## src/sv/tsli_pkg.sv

```systemverilog
// ----------------------------------------------------------------------------
// tsli_pkg
// Shared types and constants of the time-series linear interpolator: request
// codes, fixed-point constants and the controller/datapath interface structs.
// ----------------------------------------------------------------------------
package tsli_pkg;

   localparam int WORD_W    = 32;
   localparam int FRAC_BITS = 16;
   localparam int PIDX_W    = 4;
   localparam int STEP_W    = $clog2(FRAC_BITS);

   localparam logic [1:0] OP_WRITE = 2'd0;
   localparam logic [1:0] OP_COUNT = 2'd1;
   localparam logic [1:0] OP_QUERY = 2'd2;

   localparam logic [FRAC_BITS:0] ONE_Q16 = {1'b1, {FRAC_BITS{1'b0}}};

   typedef struct packed {
      logic take;
      logic issue;
      logic check;
      logic div_step;
      logic rd1;
      logic rd2;
      logic mul;
      logic emit;
   } dp_cmd_type;

   typedef struct packed {
      logic query;
      logic req_empty;
      logic hit;
      logic scan_end;
      logic need_div;
      logic div_done;
      logic out_free;
      logic last_param;
   } dp_status_type;

endpackage

```

## src/sv/tsli_ctrl.sv

```systemverilog
// ----------------------------------------------------------------------------
// tsli_ctrl
// Request sequencer: row search, fraction division and per-parameter
// read/multiply/emit steps.
// ----------------------------------------------------------------------------
module tsli_ctrl
   import tsli_pkg::*;
(
   input  logic          clock,
   input  logic          reset,
   input  logic          req_valid,
   output logic          req_stall,
   input  dp_status_type status,
   output dp_cmd_type    cmd
);

   localparam logic [2:0] S_IDLE  = 3'd0;
   localparam logic [2:0] S_SEEK0 = 3'd1;
   localparam logic [2:0] S_SEEK  = 3'd2;
   localparam logic [2:0] S_DIV   = 3'd3;
   localparam logic [2:0] S_RD1   = 3'd4;
   localparam logic [2:0] S_RD2   = 3'd5;
   localparam logic [2:0] S_MUL   = 3'd6;
   localparam logic [2:0] S_SUM   = 3'd7;

   logic [2:0] state_ff;
   logic [2:0] state_in;

   always_comb begin
      state_in = state_ff;
      cmd      = '0;
      unique case (state_ff)
         S_IDLE: begin
            cmd.take = req_valid;
            if (req_valid && status.query) begin
               state_in = status.req_empty ? S_RD1 : S_SEEK0;
            end
         end
         S_SEEK0: begin
            cmd.issue = 1'b1;
            state_in  = S_SEEK;
         end
         S_SEEK: begin
            cmd.check = 1'b1;
            if (status.hit || status.scan_end) begin
               state_in = status.need_div ? S_DIV : S_RD1;
            end else begin
               cmd.issue = 1'b1;
            end
         end
         S_DIV: begin
            cmd.div_step = 1'b1;
            if (status.div_done) begin
               state_in = S_RD1;
            end
         end
         S_RD1: begin
            cmd.rd1  = 1'b1;
            state_in = S_RD2;
         end
         S_RD2: begin
            cmd.rd2  = 1'b1;
            state_in = S_MUL;
         end
         S_MUL: begin
            cmd.mul  = 1'b1;
            state_in = S_SUM;
         end
         S_SUM: begin
            if (status.out_free) begin
               cmd.emit = 1'b1;
               state_in = status.last_param ? S_IDLE : S_RD1;
            end
         end
         default: begin
            state_in = S_IDLE;
         end
      endcase
   end

   always_ff @(posedge clock) begin
      if (reset) begin
         state_ff <= S_IDLE;
      end else begin
         state_ff <= state_in;
      end
   end

   assign req_stall = (state_ff != S_IDLE);

endmodule

```

## config.mk

```make
export PLATFORM = sky130hd
export DESIGN_NAME = tsli_ctrl
export DESIGN_NICKNAME = d
export VERILOG_FILES = /design/src/sv/tsli_pkg.sv /design/src/sv/tsli_ctrl.sv
export SDC_FILE = /design/constraint.sdc
export NUM_CORES = 1
export LEC_CHECK = 0
export ABC_CLOCK_PERIOD_IN_PS = 1270
export BUFFER_PORTS_ARGS = -buffer_cell sky130_fd_sc_hd__buf_2
export CELL_PAD_IN_SITES_DETAIL_PLACEMENT = 0
export CELL_PAD_IN_SITES_GLOBAL_PLACEMENT = 1
export CORE_AREA = 2 2 39 41
export DETAILED_ROUTE_END_ITERATION = 12
export DIE_AREA = 0 0 41 43
export PLACE_DENSITY_LB_ADDON = 0.1
export REMOVE_ABC_BUFFERS = 1
export SLEW_MARGIN = 40
export SYNTH_ARGS = -nofsm -noshare
export SYNTH_HDL_FRONTEND = slang
export SYNTH_SLANG_ARGS = --single-unit
```

## constraint.sdc

```tcl
create_clock -name clock -period 1.27 [get_ports clock]
set_input_delay 0.0635 -clock clock [delete_from_list [all_inputs] [get_ports clock]]
set_output_delay 0.0635 -clock clock [all_outputs]
set_load 0.02 [all_outputs]
```

# Word level (Yosys, flattened, before mapping)
# Cells that the tools add are included.
# Widths: inputs -> output; s select.
[op_classes]
n_reduce_logical = 5
eq_ne = 11
n_mux = 18
[ops]
columns = ["cell", "n"]
rows = [
  ["$pmux 3 s8", 1],
  ["$mux 3", 7],
  ["$eq 3x3->1 const B", 4],
  ["$mux 1", 9],
  ["$ne 2x2->1 const B", 4],
  ["$eq 3x2->1 const B", 2],
  ["$reduce_and 4->1", 1],
  ["$eq 3x1->1 const B", 1],
  ["$logic_not 3->1", 1],
  ["$reduce_bool 3->1", 1],
  ["$pmux 1 s2", 1],
  ["$logic_and 1x1->1", 1],
  ["$logic_or 1x1->1", 1],
]
[totals]
inputBits = 11
reg_bits = 3
out_inout_bits = 9
wordCells = 35

# Logic depth before layout (Yosys ltp)
# Gate-level depths: netlist of the first run.
[depth]
depth_word = 3
depth_mapped = 5
mapped_depth_nobuf = 4

# Worst setup path after synthesis of the first run
# No wires, ideal clock.
[synth_path]
path_kind = "flip-flop to output port"
startpoint = "register state_ff[0]"
endpoint = "output port cmd[6] in the netlist's numbering"
stages_incl_launch_ff = 5
arrival_ns = 1.115
path_slack_ns = 0.091
t_required_ns = 1.207
path_cell_list = "dfxtp_1 > buf_6 > nor3b_4 > nand2_2 > o21ai_0"
[synth_rtl]
columns = ["item", "line_no", "text"]
rows = [
  ["start, declared", "tsli_ctrl.sv:26", "logic [2:0] state_ff;"],
  ["start signal, assigned", "tsli_ctrl.sv:85", "state_ff <= state_in;"],
  ["end, declared", "tsli_ctrl.sv:14", "output dp_cmd_type cmd"],
]

==> flow_summary.toml, run 1 <==
[status]
status = "completed"

[synthesis]
ys_ff_latch = 3
yosys_warnings = 0
synth_edf_count = 0
synthCells = 41
synth.avg_cell_area_sq_um = 7.660
synth.top_cells.by_count = "4 x inv_1, 4 x nor2_1"
synth-seq-area-share_pct = 19.12
synth_top_flop_cell = "dfxtp_1"
async_flop_share_pct = 0
syn-cell-area_sq_um = 314.1
synth_cell_type_count = 22
synth_top_area_share_pct = 19.12
synth_area_leaders = "dfxtp_1 19%, buf_6 11%, mux2i_1 6.4%, nor3b_4 6.0%, nand3_1 4.8%"
yosysTopAreaCell = "dfxtp_1"

[grt]
grt.total_usage_pct = 13.57
grt_pass1_vias = 361
grt_max_degree = 11
grt-ovfl-total = 0
antenna_found_initial = 0
grt_first_pass_wirelength_um = 1607

[final_layout]
regMostFlops = "state_ff"
largest_reg_flops = 3
antennaDiodeCount = 0
reg_top3 = "state_ff x3"
final_layout_size_suffix_gt1_share_pct = 62.69
fin_nets = 79
fin_area_sq_um = 548.0
synthToLayoutAreaGrowth_pct = 74.50
seq_area_sq_um = 68.82
multi_input_area_sq_um = 246.5
post_layout_nonfiller_instances = 83
fillers = 151

[sta]
finalCritPeriodShare_pct = 97.93
max_freq_ghz = 0.8041
relSlewSlack_pct = 86.02
slew_viol_final = 0
final-setup-viol-count = 0
skew_ns = 0.005351
rsz0062_at_grt = "yes"
hold_viol_final = 0
worst_pin_slew_ns = 0.2096
post-route-min-period_ns = 1.244
worst_slack_ns = 0.02634

[worst_setup_path]
cp-start-kind = "register"
required_ns = 1.21
cp-end-kind = "output port"
crit_arrival_ns = 1.18
worstSetupPathType = "register to output port"
crit_path_max_fanout = 10

[power_and_ir_drop]
leakagePower_nw = 0.2721
vdd_drop_max_mv = 0.6150
power_density_mw_per_mm2 = 1896

[floorplan]
num_rows = 14
fp.dieH_um = 43
initial_core_util_pct = 22.69
ioPinCount = 20
die_area_sq_mm = 0.001763
die_width_um = 41
core_sq_mm = 0.001384

[placed_design]
place_area_sq_um = 437.9
pre_cts_ws_ns = 0.06373
gp_congestion = 0.7070
dpl.cell_count = 77
io_buffers = 19
dp_hpwl_um = 703

[drt]
first_pass_iters = 3
wirelength_um = 942
drc = 0
antenna_left = 0
via_count = 383
routed_via_density = 4.614
wl_per_cell_um = 11.35
drtIter0Drc = 3

[clock_network]
clock_sinks = 3
clock_latency_ns = 0.23
cts_tree = "built"
cts_buffers = 3
cts_root_buf = "clkbuf_4"
ctsLongestPathBuffers = 2
path_clk_slew_ns = 0.03
htreeDepth = 1

[min_path]
hold_class = "input pin to register"

[flow_run]
cap_violations = 0
timing repair:
item / 4_1_cts / 5_1_grt
cloned: 0 / 0
hold buffers: 0 / 0
buffers inserted: 2 / 1
gates resized for setup: 12 / 9
endpoints found under the setup margin: 6 / 7
pin swaps: 1 / 4
cells by family after synthesis:
| kind of cell | synth area share, % |
|---|---|
| and+or+nand+nor | 39.84 |
| AOI/OAI and AO/OA | 19.12 |
| buffers and inverters | 15.54 |
| DFF | 19.12 |
| muxes | 6.375 |
power by group:
part           internal [mW]  switching, mW  total [mW]
Clock                  0.118         0.0520       0.170
Combinational          0.341          0.340       0.681
Sequential             0.136         0.0527       0.188
Total                  0.595          0.444        1.04
metal layers:
| metal | vias up | routed length (um) | global-route usage, % |
|---|---|---|---|
| li1 | 195 | - | - |
| met1 | 171 | 390 | 18.39 |
| met2 | 15 | 492 | 19.69 |
| met3 | 2 | 51 | 3.141 |
| met4 | 0 | 8 | 6.000 |
| met5 | - | 0 | 0 |
cell usage in the layout (no fill, tap or decap), types with 3 or more instances in the layout:
| cell | Yosys | layout |
|---|---|---|
| buf_2 | 0 | 16 |
| buf_4 | 0 | 5 |
| inv_1 | 4 | 4 |
| nor2_1 | 4 | 4 |
| nand3_1 | 3 | 3 |
| nand2_1 | 3 | 3 |
| clkbuf_4 | 0 | 3 |
| buf_6 | 3 | 3 |
critical path, cell delays in order (launching register included):
cell	delay, ns
dfxtp_2	0.32
buf_12	0.14
nor3b_4	0.19
buf_4	0.15
buf_2	0.16
layout make-up:
cell class                 instances  share of cell area, %
clock buffer                       4                  4.795
multi-input combinational         31                  44.98
tap                               16                  3.653
inverter                           4                  2.740
sequential                         3                  12.56
timing repair buffer              25                  31.28
path summary, 6_finish.rpt:
path / from / end / slack (ns) / depth (start not counted)
hold reg to reg: state_ff[0]$_SDFFE_PP0P_ / state_ff[2]$_SDFFE_PP0P_ / 0.59 / 2
setup reg to reg: state_ff[1]$_SDFFE_PP0P_ / state_ff[2]$_SDFFE_PP0P_ / 0.04 / 5
hold / removal: status[1] / state_ff[2]$_SDFFE_PP0P_ / 0.05 / 2
setup / recovery: state_ff[2]$_SDFFE_PP0P_ / cmd[5] / 0.03 / 4
per-stage QoR:
| step | utilization [%] | power, mW | TNS, ns | hold slack [ns] |
|---|---|---|---|---|
| 6_report | 39.60 | 1.039 | 0 | 0.04614 |
| 5_1_grt | 39.60 | 1.130 | -0.1346 | 0.05225 |
| 4_1_cts | 36.44 | 0.9912 | -0.01931 | 0.04159 |
| 3_5_place_dp | 31.65 | 0.7205 | 0 | 0.2916 |
| 3_3_place_gp | 31.65 | 0.7310 | 0 | 0.2854 |
| 2_1_floorplan | - | 0.4757 | 0 | 0.1281 |
Power figures use the tool's default switching activity.
==> run 2, diff against run 1 <==
PLACE_DENSITY = 0.79   (was default)
PLACE_DENSITY_LB_ADDON = default   (was 0.1)
==> run 2 against run 1 <==
  * Global-route usage decreased by 1.3 points
  * Die area unchanged
  * Setup slack barely moved
  * Flip-flop and latch count did not move
  * Non-clock buffer count shrank 3
  * Critical endpoint is now cmd[6]
  * Combinational power is 27% lower
  * Clock skew is 0.0034 ns lower
  * Clock power is 3% higher
  * Power is 14% lower
  * First-iteration DRC count is 33% higher
  * Fmax hardly changed
==> flow_summary.toml, run 2 (synthesis gave the netlist of run 1 again) <==
[grt]
grt_pass1_vias = 327
grt-ovfl-total = 0
grt_max_degree = 11
grt.total_usage_pct = 12.24
antenna_found_initial = 0
grt_first_pass_wirelength_um = 1414

[worst_setup_path]
cp-end-kind = "output port"
required_ns = 1.21
crit_slowest_cell = "dfxtp_4"
cp_cell_sequence = "nor3b_4 > nand2_2 > o21ai_1 > buf_4"
cp-start-kind = "register"
crit_path_max_fanout = 6
slowest_delay_ns = 0.37
worstSetupPathType = "register to output port"
crit_arrival_ns = 1.18

[drt]
wl_met2_um = 445
wl_per_cell_um = 11.00
top_layer = "met3"
routed_via_density = 4.700
drc = 0
met3_length_um = 60
via_count = 376
wirelength_um = 880
wl_met1_um = 374
drtIter0Drc = 4
first_pass_iters = 4
antenna_left = 0

[sta]
final-setup-viol-count = 0
timing.setup.tns_ns = 0
worst_pin_slew_ns = 0.2307
max_freq_ghz = 0.8038
post-route-min-period_ns = 1.244
hold_viol_final = 0
relSlewSlack_pct = 84.62
slew_viol_final = 0
finalCritPeriodShare_pct = 97.96
rsz0062_at_grt = "yes"
skew_ns = 0.001943

[final_layout]
synthToLayoutAreaGrowth_pct = 54.98
reg_top3 = "state_ff x3"
final_common_cell = "buf_2"
largest_reg_flops = 3
final_cell_mix = "16 x buf_2, 4 x inv_1, 4 x nor2_1, 4 x buf_4"
final_layout_size_suffix_gt1_share_pct = 53.13
fin_nets = 76
regMostFlops = "state_ff"
post_layout_nonfiller_instances = 80
antennaDiodeCount = 0

[clock_network]
cts_buffers = 3
path_clk_slew_ns = 0.04
htreeDepth = 1
cts-hold-fix-buffers = 0
cts_tree = "built"
cts_root_buf = "clkbuf_4"
ctsLongestPathBuffers = 2
clock_latency_ns = 0.24
clock_sinks = 3

[floorplan]
ioPinCount = 20
num_rows = 14
core_sq_mm = 0.001384
fp.dieH_um = 43
die_width_um = 41
initial_core_util_pct = 22.69
die_area_sq_mm = 0.001763

[min_path]
hold_class = "input pin to register"

[placed_design]
gp_congestion = 0.8281
io_buffers = 19
dpl.cell_count = 75
dp_hpwl_um = 629.9

[status]
status = "completed"

[flow_run]
cap_violations = 0

[power_and_ir_drop]
leakagePower_nw = 0.2434
vdd_drop_max_mv = 0.6090
power_density_mw_per_mm2 = 1838
[run 2: power by group]
group / switching (mW) / internal, mW / total [mW]
sequential: 0.0802 / 0.141 / 0.221
clock: 0.0568 / 0.118 / 0.175
combinational: 0.262 / 0.236 / 0.499
[run 2: worst paths after layout]
path	startpoint	end	slack (ns)	cells past startpoint
worst min register to register	state_ff[0]$_SDFFE_PP0P_	state_ff[2]$_SDFFE_PP0P_	0.59	2
worst max-delay path	state_ff[2]$_SDFFE_PP0P_	cmd[6]	0.03	4
worst min-delay path	status[1]	state_ff[2]$_SDFFE_PP0P_	0.04	2
worst max register to register	state_ff[1]$_SDFFE_PP0P_	state_ff[2]$_SDFFE_PP0P_	0.18	4
[run 2: layout make-up]
type | instances | area (sq um)
flip-flops and latches | 3 | 71.32
clock buffers | 4 | 26.28
repair buffers | 22 | 132.6
inverters | 4 | 15.01
well taps | 16 | 20.02
fillers | 148 | 897.1
multi-input cells | 31 | 221.5
[run 2: what timing repair did]
item                                    CTS  global route
cloned                                    0             0
buffers inserted                          0             2
resized for setup                         4            13
pin swaps                                 1             2
endpoints found under the setup margin    5             6
[run 2: metrics by stage]
| stage | setup WS [ns] | area [sq um] | hold WS [ns] | util, % | power [mW] |
|---|---|---|---|---|---|
| 2_1_floorplan | 0.003510 | 280.3 | 0.1281 | - | 0.4757 |
| 3_3_place_gp | 0.05420 | 422.9 | 0.2894 | 30.56 | 0.6650 |
| 3_5_place_dp | 0.05254 | 422.9 | 0.2905 | 30.56 | 0.6682 |
| 4_1_cts | -0.03566 | 454.2 | 0.02873 | 32.82 | 0.8636 |
| 5_1_grt | -0.03097 | 486.7 | 0.03869 | 35.17 | 0.9729 |
| 6_report | 0.02594 | 486.7 | 0.03781 | 35.17 | 0.8945 |
[run 2: metal layers]
metal / up-vias / track usage (%)
met2: 11 / 15.94
met3: 0 / 6.283
met5: - / 0
met1: 173 / 16.03
li1: 192 / -
met4: 0 / 6.000
[run 2: worst max-delay path, delay by kind of cell (launching register included)]
| family | cells | cell delay (ns) |
|---|---|---|
| DFF | 1 | 0.37 |
| AOI/OAI and AO/OA | 1 | 0.09 |
| and+or+nand+nor | 2 | 0.33 |
| buffers and inverters | 1 | 0.15 |
==> run 3, diff against run 2 <==
ABC_CLOCK_PERIOD_IN_PS = 1250   (was 1270)
RECOVER_POWER = 25   (was default)
clock period = 1.25 ns   (was 1.27 ns; I/O delays follow)
==> run 3 against run 2 <==
  * Flip-flop and latch count stayed put
  * Routed wire length fell by 0.80%
  * Critical path depth stayed put
  * Non-clock buffer count increased by 3
  * Combinational power grew 13%
  * Sequential power rose by 6%
  * Critical path type unchanged
  * Critical endpoint unchanged
  * Largest power group unchanged
  * Highest routed layer unchanged
==> flow_summary.toml, run 3 (synthesis gave the netlist of run 1 again) <==
[final_layout]
fin_nets = 79
regMostFlops = "state_ff"
multi_input_area_sq_um = 236.5
largest_reg_flops = 3
post_layout_nonfiller_instances = 83
seq_area_sq_um = 71.32
reg_top3 = "state_ff x3"
antennaDiodeCount = 0
synthToLayoutAreaGrowth_pct = 64.94
final_common_cell = "buf_2"
final_layout_size_suffix_gt1_share_pct = 55.22
final_cell_mix = "17 x buf_2, 7 x buf_4, 4 x inv_1, 4 x nor2_1"
fillers = 151

[sta]
max_freq_ghz = 0.8184
hold_viol_final = 0
slew_viol_final = 0
finalCritPeriodShare_pct = 97.75
skew_ns = 0.001324
relSlewSlack_pct = 87.88
worst_pin_slew_ns = 0.1767
post-route-min-period_ns = 1.222
final-setup-viol-count = 0
rsz0062_at_grt = "yes"

[placed_design]
dp_hpwl_um = 636.1
gp_congestion = 0.7592
io_buffers = 19
dpl.cell_count = 76

[floorplan]
ioPinCount = 20
die_width_um = 41
core_sq_mm = 0.001384
num_rows = 14
fp.dieH_um = 43
die_area_sq_mm = 0.001763
initial_core_util_pct = 22.69

[drt]
first_pass_iters = 2
via_count = 377
wl_met1_um = 354
drc = 0
wirelength_um = 873
wl_met2_um = 459
drtIter0Drc = 2
routed_via_density = 4.542
top_layer = "met3"
antenna_left = 0
wl_per_cell_um = 10.52
met3_length_um = 59

[worst_setup_path]
r2r_setup_slack_ns = 0.05
slowest_delay_ns = 0.37
required_ns = 1.19
cp-end-kind = "output port"
crit_arrival_ns = 1.16
crit_path_max_fanout = 8
worstSetupPathType = "register to output port"
crit_slowest_cell = "dfxtp_4"
cp-start-kind = "register"
worst_path_most_repeated_cell = "buf_4"
cp_cell_sequence = "buf_4 > nand2b_4 > o21ai_1 > buf_4"

[clock_network]
cts_buffers = 3
cts_root_buf = "clkbuf_4"
htreeDepth = 1
path_clk_slew_ns = 0.04
ctsLongestPathBuffers = 2
clock_sinks = 3
clock_latency_ns = 0.23
cts_tree = "built"

[grt]
grt_pass1_vias = 286
grt_max_degree = 11
grt.total_usage_pct = 9.328
grt-ovfl-total = 0
grt_first_pass_wirelength_um = 1117
antenna_found_initial = 0

[power_and_ir_drop]
power_density_mw_per_mm2 = 1874
leakagePower_nw = 0.2602
vdd_drop_max_mv = 0.6394
total_power_mw = 0.9707

[flow_run]
cap_violations = 0

[status]
status = "completed"

[min_path]
hold_class = "input pin to register"
run 3: power breakdown:
part	switching, mW	internal, mW
sequential	0.0911	0.143
combinational	0.276	0.289
clock	0.0514	0.120
total	0.419	0.552
run 3: final cells by class:
type / count / area share, %
clock buffers: 4 / 5.072
flip-flops and latches: 3 / 13.77
well taps: 16 / 3.865
repair buffers: 25 / 28.74
inverters: 4 / 2.899
multi-input cells: 31 / 45.65
run 3: worst paths after layout:
check	to	start	cells past startpoint
worst max-delay path	cmd[6]	state_ff[1]$_SDFFE_PP0P_	4
worst min-delay path	state_ff[2]$_SDFFE_PP0P_	status[1]	2
worst max register to register	state_ff[2]$_SDFFE_PP0P_	state_ff[1]$_SDFFE_PP0P_	5
worst min register to register	state_ff[2]$_SDFFE_PP0P_	state_ff[1]$_SDFFE_PP0P_	2
run 3: repair_timing:
item	in CTS	in global routing
resized for setup	5	9
setup buffers	2	2
hold buffers	0	0
pin swaps	2	7
setup endpoints to repair	5	9
run 3: metrics by stage:
stage / util, % / instance area [sq um] / TNS [ns] / setup WS, ns / hold slack [ns]
finish: 37.43 / 518.0 / 0 / 0.02816 / 0.03614
global route: 37.43 / 518.0 / -0.04665 / -0.02711 / 0.04167
CTS: 33.09 / 457.9 / -0.006811 / -0.006428 / 0.02738
detailed placement: 30.20 / 417.9 / 0 / 0.05430 / 0.2851
global placement: 30.20 / 417.9 / 0 / 0.05409 / 0.2818
floorplan: - / 280.3 / -0.02724 / -0.01549 / 0.1271
run 3: routing by layer:
layer	up-vias	GRT usage (%)
met5	-	0
met4	0	2.000
met3	0	5.236
met2	11	13.44
met1	168	11.86
li1	198	-
run 3: critical path, delay by kind of cell, from the launching register on:
kind,cells,cell delay (ns)
AO/OA/AOI/OAI,1,0.13
buffers and inverters,2,0.30
flip-flops,1,0.37
AND/OR/NAND/NOR,1,0.14
